--- config.mk ---
export PLATFORM = sky130hd
export DESIGN_NAME = vector_coprocessor_instruction_decoder_top
export DESIGN_NICKNAME = d
export VERILOG_FILES = /design/src/rtl/core/vcid_pkg.sv /design/src/rtl/core/vcid_cfg_regs.sv /design/src/rtl/core/vcid_decode.sv /design/src/rtl/core/vector_coprocessor_instruction_decoder_top.sv
export SDC_FILE = /design/constraint.sdc
export NUM_CORES = 1
export LEC_CHECK = 0
export ABC_AREA = 1
export BUFFER_PORTS_ARGS = -buffer_cell sky130_fd_sc_hd__buf_2
export CAP_MARGIN = 20
export CELL_PAD_IN_SITES_DETAIL_PLACEMENT = 1
export CELL_PAD_IN_SITES_GLOBAL_PLACEMENT = 1
export CORE_AREA = 2 2 142 75
export CTS_BUF_LIST = sky130_fd_sc_hd__clkbuf_8
export DETAILED_ROUTE_END_ITERATION = 7
export DIE_AREA = 0 0 144 77
export HOLD_SLACK_MARGIN = 0.02
export PLACE_DENSITY_LB_ADDON = 0.25
export SYNTH_ARGS = -nofsm -noshare
export SYNTH_HDL_FRONTEND = slang
export SYNTH_SLANG_ARGS = --single-unit
--- constraint.sdc ---
create_clock -name clk -period 3.35 [get_ports clk]
set_input_delay 0.67 -clock clk [delete_from_list [all_inputs] [get_ports clk]]
set_output_delay 0.67 -clock clk [all_outputs]
set_load 0.005 [all_outputs]
--- src/rtl/core/vcid_pkg.sv ---
// ----------------------------------------------------------------------------
// vcid_pkg
// Shared types, field codes, mnemonic ids and lookup tables for the
// vector-coprocessor instruction decoder.
// ----------------------------------------------------------------------------
package vcid_pkg;

  localparam int WORD_W  = 32;
  localparam int ID_W    = 8;
  localparam int CFG_IDX_W = 3;

  typedef logic [ID_W-1:0] instr_id_t;

  // configuration register indexes
  localparam logic [CFG_IDX_W-1:0] CFG_IDX_ENABLE = 3'd0;
  localparam logic [CFG_IDX_W-1:0] CFG_IDX_BRANCH = 3'd1;
  localparam logic [CFG_IDX_W-1:0] CFG_IDX_BEQZ   = 3'd2;
  localparam logic [CFG_IDX_W-1:0] CFG_IDX_BNEZ   = 3'd3;
  localparam logic [CFG_IDX_W-1:0] CFG_IDX_MOVE   = 3'd4;
  localparam logic [CFG_IDX_W-1:0] CFG_IDX_NOT    = 3'd5;
  localparam logic [CFG_IDX_W-1:0] CFG_IDX_NEGU   = 3'd6;

  // pseudo-instruction rename enables
  typedef struct packed {
    logic ren_all;
    logic ren_b;
    logic ren_beqz;
    logic ren_bnez;
    logic ren_move;
    logic ren_not;
    logic ren_negu;
  } ren_cfg_t;

  localparam ren_cfg_t REN_CFG_RESET = '{default: 1'b1};

  // major opcodes
  localparam logic [5:0] OP_SPECIAL = 6'h00;
  localparam logic [5:0] OP_REGIMM  = 6'h01;
  localparam logic [5:0] OP_COP0    = 6'h10;
  localparam logic [5:0] OP_COP2    = 6'h12;
  localparam logic [5:0] OP_VLOAD   = 6'b110010;
  localparam logic [5:0] OP_VSTORE  = 6'b111010;

  // regimm rt codes
  localparam logic [4:0] RT_BLTZ   = 5'h00;
  localparam logic [4:0] RT_BGEZ   = 5'h01;
  localparam logic [4:0] RT_BLTZAL = 5'h10;
  localparam logic [4:0] RT_BGEZAL = 5'h11;

  // cop0 rs codes
  localparam logic [4:0] RS_MF = 5'h00;
  localparam logic [4:0] RS_MT = 5'h04;

  // cop2 move codes in element-high
  localparam logic [3:0] EHI_MF = 4'h0;
  localparam logic [3:0] EHI_MT = 4'h4;
  localparam logic [3:0] EHI_CF = 4'h2;
  localparam logic [3:0] EHI_CT = 4'h6;

  localparam logic [4:0] RA_REG     = 5'd31;
  localparam logic [4:0] RD_VSTORE_U = 5'b00111;

  // mnemonic ids
  localparam instr_id_t ID_INVALID = 8'd0;
  localparam instr_id_t ID_BEQ     = 8'd3;
  localparam instr_id_t ID_BNE     = 8'd4;
  localparam instr_id_t ID_SUV     = 8'd34;
  localparam instr_id_t ID_SWV     = 8'd35;
  localparam instr_id_t ID_B       = 8'd50;
  localparam instr_id_t ID_BEQZ    = 8'd51;
  localparam instr_id_t ID_BNEZ    = 8'd52;
  localparam instr_id_t ID_JALR    = 8'd60;
  localparam instr_id_t ID_SUBU    = 8'd67;
  localparam instr_id_t ID_OR      = 8'd69;
  localparam instr_id_t ID_NOR     = 8'd71;
  localparam instr_id_t ID_NOP     = 8'd74;
  localparam instr_id_t ID_MOVE    = 8'd75;
  localparam instr_id_t ID_NOT     = 8'd76;
  localparam instr_id_t ID_NEGU    = 8'd77;
  localparam instr_id_t ID_BLTZ    = 8'd78;
  localparam instr_id_t ID_BGEZ    = 8'd79;
  localparam instr_id_t ID_BLTZAL  = 8'd80;
  localparam instr_id_t ID_BGEZAL  = 8'd81;
  localparam instr_id_t ID_MFC0    = 8'd82;
  localparam instr_id_t ID_MTC0    = 8'd83;
  localparam instr_id_t ID_MFC2    = 8'd84;
  localparam instr_id_t ID_MTC2    = 8'd85;
  localparam instr_id_t ID_CFC2    = 8'd86;
  localparam instr_id_t ID_CTC2    = 8'd87;
  localparam instr_id_t ID_VNOP    = 8'd131;

  function automatic instr_id_t main_lookup(input logic [5:0] op);
    case (op)
      6'h02: main_lookup = 8'd1;
      6'h03: main_lookup = 8'd2;
      6'h04: main_lookup = ID_BEQ;
      6'h05: main_lookup = ID_BNE;
      6'h06: main_lookup = 8'd5;
      6'h07: main_lookup = 8'd6;
      6'h08: main_lookup = 8'd7;
      6'h09: main_lookup = 8'd8;
      6'h0A: main_lookup = 8'd9;
      6'h0B: main_lookup = 8'd10;
      6'h0C: main_lookup = 8'd11;
      6'h0D: main_lookup = 8'd12;
      6'h0E: main_lookup = 8'd13;
      6'h0F: main_lookup = 8'd14;
      6'h20: main_lookup = 8'd15;
      6'h21: main_lookup = 8'd16;
      6'h23: main_lookup = 8'd17;
      6'h24: main_lookup = 8'd18;
      6'h25: main_lookup = 8'd19;
      6'h28: main_lookup = 8'd20;
      6'h29: main_lookup = 8'd21;
      6'h2B: main_lookup = 8'd22;
      6'h2F: main_lookup = 8'd23;
      6'h31: main_lookup = 8'd24;
      6'h33: main_lookup = 8'd25;
      6'h39: main_lookup = 8'd26;
      default: main_lookup = ID_INVALID;
    endcase
  endfunction

  function automatic instr_id_t vstore_lookup(input logic [4:0] rd);
    case (rd)
      5'd0:  vstore_lookup = 8'd27;
      5'd1:  vstore_lookup = 8'd28;
      5'd2:  vstore_lookup = 8'd29;
      5'd3:  vstore_lookup = 8'd30;
      5'd4:  vstore_lookup = 8'd31;
      5'd5:  vstore_lookup = 8'd32;
      5'd6:  vstore_lookup = 8'd33;
      5'd7:  vstore_lookup = ID_SUV;
      5'd8:  vstore_lookup = 8'd36;
      5'd9:  vstore_lookup = 8'd37;
      5'd11: vstore_lookup = 8'd38;
      default: vstore_lookup = ID_INVALID;
    endcase
  endfunction

  function automatic instr_id_t vload_lookup(input logic [4:0] rd);
    case (rd)
      5'd0:  vload_lookup = 8'd39;
      5'd1:  vload_lookup = 8'd40;
      5'd2:  vload_lookup = 8'd41;
      5'd3:  vload_lookup = 8'd42;
      5'd4:  vload_lookup = 8'd43;
      5'd5:  vload_lookup = 8'd44;
      5'd6:  vload_lookup = 8'd45;
      5'd7:  vload_lookup = 8'd46;
      5'd8:  vload_lookup = 8'd47;
      5'd9:  vload_lookup = 8'd48;
      5'd11: vload_lookup = 8'd49;
      default: vload_lookup = ID_INVALID;
    endcase
  endfunction

  function automatic instr_id_t special_lookup(input logic [5:0] fn);
    case (fn)
      6'h00: special_lookup = 8'd53;
      6'h02: special_lookup = 8'd54;
      6'h03: special_lookup = 8'd55;
      6'h04: special_lookup = 8'd56;
      6'h06: special_lookup = 8'd57;
      6'h07: special_lookup = 8'd58;
      6'h08: special_lookup = 8'd59;
      6'h09: special_lookup = ID_JALR;
      6'h0A: special_lookup = 8'd61;
      6'h0B: special_lookup = 8'd62;
      6'h0D: special_lookup = 8'd63;
      6'h20: special_lookup = 8'd64;
      6'h21: special_lookup = 8'd65;
      6'h22: special_lookup = 8'd66;
      6'h23: special_lookup = ID_SUBU;
      6'h24: special_lookup = 8'd68;
      6'h25: special_lookup = ID_OR;
      6'h26: special_lookup = 8'd70;
      6'h27: special_lookup = ID_NOR;
      6'h2A: special_lookup = 8'd72;
      6'h2B: special_lookup = 8'd73;
      default: special_lookup = ID_INVALID;
    endcase
  endfunction

  function automatic instr_id_t vec_lookup(input logic [5:0] fn);
    case (fn)
      6'h00: vec_lookup = 8'd88;
      6'h01: vec_lookup = 8'd89;
      6'h02: vec_lookup = 8'd90;
      6'h03: vec_lookup = 8'd91;
      6'h04: vec_lookup = 8'd92;
      6'h05: vec_lookup = 8'd93;
      6'h06: vec_lookup = 8'd94;
      6'h07: vec_lookup = 8'd95;
      6'h08: vec_lookup = 8'd96;
      6'h09: vec_lookup = 8'd97;
      6'h0A: vec_lookup = 8'd98;
      6'h0B: vec_lookup = 8'd99;
      6'h0C: vec_lookup = 8'd100;
      6'h0D: vec_lookup = 8'd101;
      6'h0E: vec_lookup = 8'd102;
      6'h0F: vec_lookup = 8'd103;
      6'h10: vec_lookup = 8'd104;
      6'h11: vec_lookup = 8'd105;
      6'h13: vec_lookup = 8'd106;
      6'h14: vec_lookup = 8'd107;
      6'h15: vec_lookup = 8'd108;
      6'h1D: vec_lookup = 8'd109;
      6'h28: vec_lookup = 8'd110;
      6'h29: vec_lookup = 8'd111;
      6'h2A: vec_lookup = 8'd112;
      6'h2B: vec_lookup = 8'd113;
      6'h2C: vec_lookup = 8'd114;
      6'h2D: vec_lookup = 8'd115;
      6'h20: vec_lookup = 8'd116;
      6'h21: vec_lookup = 8'd117;
      6'h22: vec_lookup = 8'd118;
      6'h23: vec_lookup = 8'd119;
      6'h24: vec_lookup = 8'd120;
      6'h25: vec_lookup = 8'd121;
      6'h26: vec_lookup = 8'd122;
      6'h27: vec_lookup = 8'd123;
      6'h30: vec_lookup = 8'd124;
      6'h31: vec_lookup = 8'd125;
      6'h32: vec_lookup = 8'd126;
      6'h33: vec_lookup = 8'd127;
      6'h34: vec_lookup = 8'd128;
      6'h35: vec_lookup = 8'd129;
      6'h36: vec_lookup = 8'd130;
      6'h37: vec_lookup = ID_VNOP;
      default: vec_lookup = ID_INVALID;
    endcase
  endfunction

endpackage

--- src/rtl/core/vcid_cfg_regs.sv ---
// ----------------------------------------------------------------------------
// vcid_cfg_regs
// Rename-enable register bank, written through the configuration channel.
// ----------------------------------------------------------------------------
module vcid_cfg_regs (
  input  logic                          clk,
  input  logic                          rst_n,
  input  logic                          cfg_valid,
  output logic                          cfg_ready,
  input  logic [vcid_pkg::CFG_IDX_W-1:0] cfg_index,
  input  logic                          cfg_data,
  output vcid_pkg::ren_cfg_t            ren_cfg
);
  import vcid_pkg::*;

  ren_cfg_t cfg_r;
  ren_cfg_t cfg_nxt;

  assign cfg_ready = 1'b1;
  assign ren_cfg   = cfg_r;

  always_comb begin
    cfg_nxt = cfg_r;
    if (cfg_valid) begin
      case (cfg_index)
        CFG_IDX_ENABLE: cfg_nxt.ren_all  = cfg_data;
        CFG_IDX_BRANCH: cfg_nxt.ren_b    = cfg_data;
        CFG_IDX_BEQZ:   cfg_nxt.ren_beqz = cfg_data;
        CFG_IDX_BNEZ:   cfg_nxt.ren_bnez = cfg_data;
        CFG_IDX_MOVE:   cfg_nxt.ren_move = cfg_data;
        CFG_IDX_NOT:    cfg_nxt.ren_not  = cfg_data;
        CFG_IDX_NEGU:   cfg_nxt.ren_negu = cfg_data;
        default:        cfg_nxt = cfg_r;
      endcase
    end
  end

  always_ff @(posedge clk) begin
    if (!rst_n) begin
      cfg_r <= REN_CFG_RESET;
    end else begin
      cfg_r <= cfg_nxt;
    end
  end

endmodule

--- src/rtl/core/vcid_decode.sv ---
// ----------------------------------------------------------------------------
// vcid_decode
// Combinational decode of one instruction word into a mnemonic id and the
// jalr custom-destination flag, including pseudo-instruction renames.
// ----------------------------------------------------------------------------
module vcid_decode (
  input  logic [vcid_pkg::WORD_W-1:0] word,
  input  vcid_pkg::ren_cfg_t          ren_cfg,
  output vcid_pkg::instr_id_t         instr_id,
  output logic                        jalr_custom_dest
);
  import vcid_pkg::*;

  logic [5:0] op;
  logic [4:0] rs;
  logic [4:0] rt;
  logic [4:0] rd;
  logic [5:0] fn;
  logic [3:0] ehi;
  logic [3:0] elo;
  instr_id_t  base_id;
  instr_id_t  mem_id;

  assign op  = word[31:26];
  assign rs  = word[25:21];
  assign rt  = word[20:16];
  assign rd  = word[15:11];
  assign fn  = word[5:0];
  assign ehi = word[24:21];
  assign elo = word[10:7];

  assign base_id = special_lookup(fn);

  // immediate-class opcodes: vector load/store by rd, the rest by opcode
  always_comb begin
    if (op == OP_VSTORE) begin
      mem_id = vstore_lookup(rd);
      if (mem_id == ID_SUV && elo != 4'd0) begin
        mem_id = ID_SWV;
      end
    end else if (op == OP_VLOAD) begin
      mem_id = vload_lookup(rd);
    end else begin
      mem_id = main_lookup(op);
    end
  end

  always_comb begin
    instr_id         = ID_INVALID;
    jalr_custom_dest = 1'b0;
    case (op)
      OP_SPECIAL: begin
        instr_id = base_id;
        if (word == '0) begin
          instr_id = ID_NOP;
        end else if (ren_cfg.ren_all) begin
          if (rt == 5'd0) begin
            if (base_id == ID_OR && ren_cfg.ren_move) begin
              instr_id = ID_MOVE;
            end else if (base_id == ID_NOR && ren_cfg.ren_not) begin
              instr_id = ID_NOT;
            end
          end else if (base_id == ID_SUBU && rs == 5'd0 && ren_cfg.ren_negu) begin
            instr_id = ID_NEGU;
          end
        end
        jalr_custom_dest = (base_id == ID_JALR) && (word != '0) && (rd != RA_REG);
      end
      OP_REGIMM: begin
        case (rt)
          RT_BLTZ:   instr_id = ID_BLTZ;
          RT_BGEZ:   instr_id = ID_BGEZ;
          RT_BLTZAL: instr_id = ID_BLTZAL;
          RT_BGEZAL: instr_id = ID_BGEZAL;
          default:   instr_id = ID_INVALID;
        endcase
      end
      OP_COP0: begin
        case (rs)
          RS_MF:   instr_id = ID_MFC0;
          RS_MT:   instr_id = ID_MTC0;
          default: instr_id = ID_INVALID;
        endcase
      end
      OP_COP2: begin
        if (!word[25]) begin
          case (ehi)
            EHI_MF:  instr_id = ID_MFC2;
            EHI_MT:  instr_id = ID_MTC2;
            EHI_CF:  instr_id = ID_CFC2;
            EHI_CT:  instr_id = ID_CTC2;
            default: instr_id = ID_INVALID;
          endcase
        end else begin
          instr_id = vec_lookup(fn);
        end
      end
      default: begin
        instr_id = mem_id;
        if (ren_cfg.ren_all && rt == 5'd0) begin
          if (mem_id == ID_BEQ) begin
            if (rs == 5'd0) begin
              if (ren_cfg.ren_b) begin
                instr_id = ID_B;
              end
            end else if (ren_cfg.ren_beqz) begin
              instr_id = ID_BEQZ;
            end
          end else if (mem_id == ID_BNE && ren_cfg.ren_bnez) begin
            instr_id = ID_BNEZ;
          end
        end
      end
    endcase
  end

endmodule

--- src/rtl/core/vector_coprocessor_instruction_decoder_top.sv ---
// ----------------------------------------------------------------------------
// vector_coprocessor_instruction_decoder_top
// Registered decoder for vector-coprocessor instruction words: input
// register, shallow case decode, result register.
//
//   channel | direction | handshake            | payload
//   cfg     | in        | cfg_valid/cfg_ready  | cfg_index, cfg_data
//   in      | in        | in_valid/in_ready    | in_instr_word
//   out     | out       | out_valid/out_ready  | out_instr_id, out_jalr_custom_dest
//
// one word per cycle sustained while out_ready stays high; a word taken at the
// input passes the input register, decode and result register to the output
// in_ready drops only while both registers hold words and out_ready is low
// configuration writes are taken every cycle; rename enables reset to 1
// synchronous active-low reset empties both stages
// ----------------------------------------------------------------------------
module vector_coprocessor_instruction_decoder_top (
  input  logic                           clk,
  input  logic                           rst_n,
  input  logic                           cfg_valid,
  output logic                           cfg_ready,
  input  logic [vcid_pkg::CFG_IDX_W-1:0] cfg_index,
  input  logic                           cfg_data,
  input  logic                           in_valid,
  output logic                           in_ready,
  input  logic [vcid_pkg::WORD_W-1:0]    in_instr_word,
  output logic                           out_valid,
  input  logic                           out_ready,
  output logic [vcid_pkg::ID_W-1:0]      out_instr_id,
  output logic                           out_jalr_custom_dest
);
  import vcid_pkg::*;

  ren_cfg_t          ren_cfg;
  logic              s1_valid_r;
  logic              s1_valid_nxt;
  logic [WORD_W-1:0] s1_word_r;
  logic              out_valid_r;
  logic              out_valid_nxt;
  instr_id_t         out_id_r;
  logic              out_flag_r;
  instr_id_t         dec_id;
  logic              dec_flag;
  logic              out_free;
  logic              s1_adv;
  logic              in_take;

  vcid_cfg_regs u_cfg (
    .clk       (clk),
    .rst_n     (rst_n),
    .cfg_valid (cfg_valid),
    .cfg_ready (cfg_ready),
    .cfg_index (cfg_index),
    .cfg_data  (cfg_data),
    .ren_cfg   (ren_cfg)
  );

  vcid_decode u_dec (
    .word             (s1_word_r),
    .ren_cfg          (ren_cfg),
    .instr_id         (dec_id),
    .jalr_custom_dest (dec_flag)
  );

  assign out_free = !out_valid_r || out_ready;
  assign s1_adv   = s1_valid_r && out_free;
  assign in_ready = !s1_valid_r || out_free;
  assign in_take  = in_valid && in_ready;

  always_comb begin
    s1_valid_nxt = s1_valid_r;
    if (in_take) begin
      s1_valid_nxt = 1'b1;
    end else if (s1_adv) begin
      s1_valid_nxt = 1'b0;
    end
  end

  always_comb begin
    out_valid_nxt = out_valid_r;
    if (s1_adv) begin
      out_valid_nxt = 1'b1;
    end else if (out_ready) begin
      out_valid_nxt = 1'b0;
    end
  end

  always_ff @(posedge clk) begin
    if (!rst_n) begin
      s1_valid_r  <= 1'b0;
      out_valid_r <= 1'b0;
    end else begin
      s1_valid_r  <= s1_valid_nxt;
      out_valid_r <= out_valid_nxt;
    end
  end

  always_ff @(posedge clk) begin
    if (in_take) begin
      s1_word_r <= in_instr_word;
    end
    if (s1_adv) begin
      out_id_r   <= dec_id;
      out_flag_r <= dec_flag;
    end
  end

  assign out_valid            = out_valid_r;
  assign out_instr_id         = out_id_r;
  assign out_jalr_custom_dest = out_flag_r;

`ifndef SYNTHESIS
  a_flag_only_jalr: assert property (@(posedge clk) disable iff (!rst_n)
    out_valid && out_jalr_custom_dest |-> out_instr_id == ID_JALR)
    else $error("custom-destination flag on a non-jalr result");

  a_id_in_range: assert property (@(posedge clk) disable iff (!rst_n)
    out_valid |-> out_instr_id <= ID_VNOP)
    else $error("decoded id out of range");

  a_stage_moves: assert property (@(posedge clk) disable iff (!rst_n)
    s1_adv |=> out_valid)
    else $error("decoded word lost between stages");

  a_accept_fills: assert property (@(posedge clk) disable iff (!rst_n)
    in_valid && in_ready |=> s1_valid_r)
    else $error("accepted transaction not held in input register");

  a_cfg_reset: assert property (@(posedge clk)
    $past(!rst_n) && rst_n |-> ren_cfg == REN_CFG_RESET)
    else $error("rename enables not set after reset");
`endif

endmodule

==> results of run 1 <==
## per-layer routing
metal / global-route usage / wire length, um
met1: 0.389 / 7140
met2: 0.365 / 5370
met3: 0.0681 / 910
met4: 0.0490 / 123
met5: 0 / 0
## how the worst max path moves through the flow
| stage | startpoint | endpoint | depth (start not counted) |
|---|---|---|---|
| 6_report | out_ready | register | 11 |
| 5_1_grt | out_ready | register | 11 |
| 4_1_cts | out_ready | register | 11 |
| 3_5_place_dp | out_ready | register | 11 |
| 3_3_place_gp | out_ready | register | 12 |
| 2_1_floorplan | out_ready | u_dec.base_id[3]$_DFF_P_ | 14 |
## cells in the final DEF (no fill, tap or decap), types with 10 or more instances in the layout
master / instances
ha_1: 19
edfxtp_1: 41
inv_2: 10
nand2_1: 123
o21ai_1: 11
dfxtp_1: 39
nor3_1: 14
nand3_1: 39
inv_1: 84
clkbuf_8: 10
o21ai_0: 35
a21oi_1: 22
nor2_1: 58
buf_2: 51
## power by group through the flow
| stage | clock network (mW) | logic (mW) | registers (mW) |
|---|---|---|---|
| floorplan | 0 | 0.273 | 1.16 |
| global placement | 0 | 0.390 | 1.18 |
| detailed placement | 0 | 0.407 | 1.18 |
| CTS | 0.708 | 0.410 | 1.16 |
| global route | 0.752 | 0.467 | 1.17 |
| finish | 0.701 | 0.415 | 1.16 |
## critical path: cells and delay by family
kind / cells / cell delay (ns)
AO/OA/AOI/OAI: 4 / 0.99
adder cells (fa/ha/maj): 1 / 0.25
AND/OR/NAND/NOR: 3 / 0.47
buffers and inverters: 3 / 0.33
## stage by stage
stage | util | cells | hold slack [ns]
after floorplan | - | 570 | 0.442
after global placement | 0.498 | 760 | 0.471
after detailed placement | 0.498 | 760 | 0.477
after CTS | 0.517 | 776 | 0.468
after global routing | 0.517 | 776 | 0.460
final | 0.517 | 776 | 0.478
## final cells by class
class                   count  area (um2)
clock inverters             6        52.6
flip-flops and latches     80        2010
repair buffers             54         278
fillers                  1275        4760
clock buffers              10         138
well taps                 140         175
inverters                  95         359
multi-input cells         391        2080
## logic make-up after synthesis
logic type	after synthesis	synth area share
DFF	80	0.447
buffers and inverters	99	0.0908
adders and majority gates	19	0.0528
and+or+nand+nor	270	0.268
AOI/OAI and AO/OA	101	0.141
other	1	0.000833
==> impl_metrics.tcl, run 1 <==
set metrics [dict create \
    status "complete, no violations" \
    placed_area_um2 4910 \
    antenna-diode-count 0 \
    max_freq_ghz 0.402 \
    path_cells "buf_2, inv_1, nand3_4, nand2_4, o21ai_0, inv_1, ha_1, o211ai_1, o21ai_0, nor3_1, o21ai_1" \
    hp-start "in_instr_word[6]" \
    synthCells 570 \
    crit_slowest_cell "o21ai_0" \
    die_width_um 144 \
    syn_area_per_cell_um2 7.90 \
    yosys.area.top_type "edfxtp_1" \
    hold_viol 0 \
    cts_sinks 80 \
    grt_pass1_wl_um 21700 \
    drive_gt1_frac 0.175 \
    intPower_mw 1.60 \
    drt_wl_total_um 13500 \
    final_nets 691 \
    gp_congestion 0.972 \
    rr_worst_depth 9 \
    numPortBuffers 51 \
    pwr-share-seq 0.510 \
    fin_crit_sh 0.743 \
    drc_errors 0 \
    r2r_slack_ns 0.93 \
    dp_slack_ns 0.462 \
    rsz0062_at_grt "no" \
    cellPowerDensity_nw_per_um2 447 \
    core_um2 9860 \
    synth-edff-count 41 \
    clock_path_buffers 2 \
    tightest_slew_ns 1.08 \
    ys_seq_elements 80 \
    antenna_found_initial 0 \
    vias 4126 \
    initial_core_util 0.457 \
    grt_pass1_vias 4207 \
    path_max_fanout 23 \
    end_kind "register" \
    setup_viol 0 \
    path_class "primary input to register" \
    num_rows 26 \
    vdd.ir_drop.worst_v 0.000159 \
    async_flop_share 0 \
    setup_ws_ns 0.861 \
    syn2layout_area_growth_pct 13.2 \
    timing.rr.start "out_valid$_SDFFE_PN0P_" \
    fin_area_um2 5100 \
    firstDrtPassIters 5 \
    final_antenna_net_count 0 \
    ctsHtreeMaxLevel 3 \
    power_frac_clock 0.308 \
    die_y_um 77 \
    clk_latency_ns 0.36 \
    grt-ovfl-total 0 \
    hpwl_um 11000 \
    synth.most_common_cell "nand2_1" \
    slew_viol_final 0 \
    maxSlewHeadroom 0.283 \
    swShare 0.297 \
    syn-num-nets 630 \
    p_leak_nw 2.35 \
    maxCapViolations 0 \
    slowest_delay_ns 0.59 \
    synthFlopType "edfxtp_1" \
    netlist.area_leader.share 0.273 \
    arrival_ns 2.72 \
    total_power_mw 2.28 \
    ctsHoldBuffers 0 \
    cts_made_buffers 9 \
    pin_count 53 \
    combPwrFrac 0.182 \
    p_switching_mw 0.676 \
    cts_setup_buffers 0 \
    hp-class "primary input to register" \
    holdPathStages 1 \
    drtIter0Drc 290 \
    post_cts_resized 0 \
    cts_tree "yes" \
    synthTopCellsByCount "123 x nand2_1, 82 x inv_1, 58 x nor2_1" \
    drt-vias-per-instance 5.32 \
    worstPathRequired_ns 3.58 \
    tns_ns 0 \
    clock-root-buffer "clkbuf_8" \
    ys_warn_count 0 \
    grt_max_degree 34 \
    fin_crit_ns 2.49 \
    hold_path_end "s1_word_r[6]$_DFFE_PP_" \
    synth_seq_area_share 0.447 \
    start_kind "primary input" \
    finClkSkew_ns 0.0105 \
    grt_usage 0.257 \
    syn_area_um2 4500 \
    die_area_um2 11100 \
    ys_types 44 \
    wl_per_cell_um 17.4 \
    path_clk_slew_ns 0.08 \
    synth_area_leaders "edfxtp_1 27%, dfxtp_1 17%, nand2_1 10%" \
]
(Power assumes the default switching activity.)
==> inputs of run 2 (changes only) <==
--- a/config.mk
+++ b/config.mk
@@ -10,10 +10,10 @@
 export CAP_MARGIN = 20
 export CELL_PAD_IN_SITES_DETAIL_PLACEMENT = 1
 export CELL_PAD_IN_SITES_GLOBAL_PLACEMENT = 1
-export CORE_AREA = 2 2 142 75
+export CORE_AREA = 2 2 145 76
 export CTS_BUF_LIST = sky130_fd_sc_hd__clkbuf_8
 export DETAILED_ROUTE_END_ITERATION = 7
-export DIE_AREA = 0 0 144 77
+export DIE_AREA = 0 0 147 78
 export HOLD_SLACK_MARGIN = 0.02
 export PLACE_DENSITY_LB_ADDON = 0.25
 export SYNTH_ARGS = -nofsm -noshare
==> constraint.sdc (replaced) <==
create_clock -name clk -period 2.55 [get_ports clk]
set_input_delay 0.51 -clock clk [delete_from_list [all_inputs] [get_ports clk]]
set_output_delay 0.51 -clock clk [all_outputs]
set_load 0.005 [all_outputs]
==> run 2 against run 1 <==
Net effect: first-iteration DRC count decreased by 37%; via count decreased by 2.6%; worst hold slack got worse by 0.16 ns; power increased by 36%; utilization decreased by 0.19 points; critical path type is now register to register.
==> impl_metrics.tcl, run 2 (synthesis gave the netlist of run 1 again) <==
set metrics [dict create \
    layout_common_cells "123 x nand2_1, 84 x inv_1, 58 x nor2_1" \
    numPortBuffers 51 \
    die_y_um 78 \
    hold_viol 0 \
    drt_wl_total_um 12600 \
    cts_setup_buffers 0 \
    tns_ns 0 \
    cpMostUsedCell "nor2_1" \
    grt_usage 0.235 \
    start_kind "register" \
    whs_ns 0.322 \
    cts_tree "yes" \
    drtIter0Drc 182 \
    layout_commonest_cell "nand2_1" \
    drc_errors 0 \
    syn2layout_area_growth_pct 15.4 \
    antenna_found_initial 0 \
    die_width_um 147 \
    max_freq_ghz 0.443 \
    maxSlewHeadroom 0.671 \
    rsz0062_at_grt "no" \
    slew_viol_final 0 \
    grt-ovfl-total 0 \
    slowest_delay_ns 0.42 \
    gp_congestion 0.907 \
    cts_made_buffers 9 \
    final_antenna_net_count 0 \
    p_leak_nw 2.40 \
    hpwl_um 10100 \
    arrival_ns 2.38 \
    finClkSkew_ns 0.00593 \
    ctsHtreeMaxLevel 3 \
    clock-root-buffer "clkbuf_8" \
    grt_pass1_vias 4144 \
    maxCapViolations 0 \
    setup_viol 0 \
    cellPowerDensity_nw_per_um2 598 \
    path_cells "nor2_1, nand2_1, nor2_2, nand3_1, o21ai_0, nor2_1, nand2_1, nor2_1, nor2_1, nand3_1, nand2_1, inv_1" \
    path_class "register to register" \
    crit_slowest_cell "edfxtp_1" \
    clk_latency_ns 0.36 \
    cts_sinks 80 \
    die_area_um2 11500 \
    end_kind "register" \
    drive_gt1_frac 0.184 \
    fin_crit_sh 0.886 \
    fillCellCount 1302 \
    tightest_slew_ns 0.488 \
    grt_max_degree 26 \
    core_um2 10100 \
    vdd.ir_drop.worst_v 0.000225 \
    vias 4017 \
    grt_pass1_wl_um 20900 \
    fin_util 0.515 \
    fin_crit_ns 2.26 \
    worstPathRequired_ns 2.67 \
    initial_core_util 0.447 \
    hp-class "primary input to register" \
    drt-vias-per-instance 5.13 \
    antenna-diode-count 0 \
    clock_path_buffers 2 \
    wl_per_cell_um 16.1 \
    path_clk_slew_ns 0.08 \
    final_nets 698 \
    num_rows 26 \
    status "complete, no violations" \
    firstDrtPassIters 5 \
    pin_count 53 \
    ctsHoldBuffers 0 \
    path_max_fanout 4 \
]
==> run 2: cell types whose count changed in the layout (fill, tap and decap cells not counted) <==
| cell | before | now |
|---|---|---|
| buf_4 | 3 | 9 |
| buf_12 | 0 | 1 |
| o21ai_0 | 35 | 34 |
| clkinv_2 | 3 | 1 |
| o21ai_1 | 11 | 12 |
| clkbuf_8 | 10 | 11 |
| bufinv_16 | 1 | 2 |
==> run 2: stage by stage <==
step / instances / setup slack (ns) / cell area [um2] / total power, mW
final: 783 / 0.292 / 5200 / 3.11
after global routing: 783 / 0.0688 / 5200 / 3.26
after CTS: 783 / 0.266 / 5200 / 3.13
after detailed placement: 767 / 0.0166 / 4970 / 2.09
after global placement: 767 / 0.203 / 4970 / 2.07
after floorplan: 570 / 0.205 / 4500 / 1.89
==> run 2: metal layers <==
metal  global-route usage  share of wire
met1                0.328           0.51
met2                0.381           0.44
met3               0.0435          0.042
met4               0.0577          0.011
met5                    0              0
==> run 2: area by class of cell <==
type | count | area (um2) | share of cell area
Multi-Input combinational cell | 391 | 2080 | 0.401
Sequential cell | 80 | 2010 | 0.387
Inverter | 95 | 359 | 0.0691
Timing Repair Buffer | 61 | 343 | 0.0660
Tap cell | 140 | 175 | 0.0337
Clock buffer | 11 | 151 | 0.0291
Clock inverter | 5 | 72.6 | 0.0140
==> run 2: worst max-delay path, delay by kind of cell, from the launching register on <==
family / cells / cell delay (ns)
flops: 1 / 0.42
buf+inv: 1 / 0.05
simple gates: 10 / 1.41
compound gates: 1 / 0.15
==> run 2: final timing paths <==
path	to	slack, ns	start	depth (start not counted)
worst max register to register	out_instr_id[5]$_DFFE_PP_	0.29	s1_word_r[29]$_DFFE_PP_	12
worst min-delay path	s1_word_r[16]$_DFFE_PP_	0.32	in_instr_word[16]	1
worst max-delay path	out_instr_id[5]$_DFFE_PP_	0.29	s1_word_r[29]$_DFFE_PP_	12
worst min register to register	u_cfg.ren_cfg[4]$_SDFFE_PN1P_	0.50	u_cfg.ren_cfg[4]$_SDFFE_PN1P_	2
==> run 2: repair_timing <==
action | in CTS | in global routing
gates resized for setup | 0 | 1
setup endpoints to repair | 0 | 1
endpoints found under the hold margin | 0 | 0
==> run 2: power breakdown <==
group	total, mW	internal (mW)	switching (mW)
Combinational	0.539	0.184	0.356
Clock	1.04	0.596	0.443
Sequential	1.53	1.46	0.0655
Total	3.11	2.24	0.864
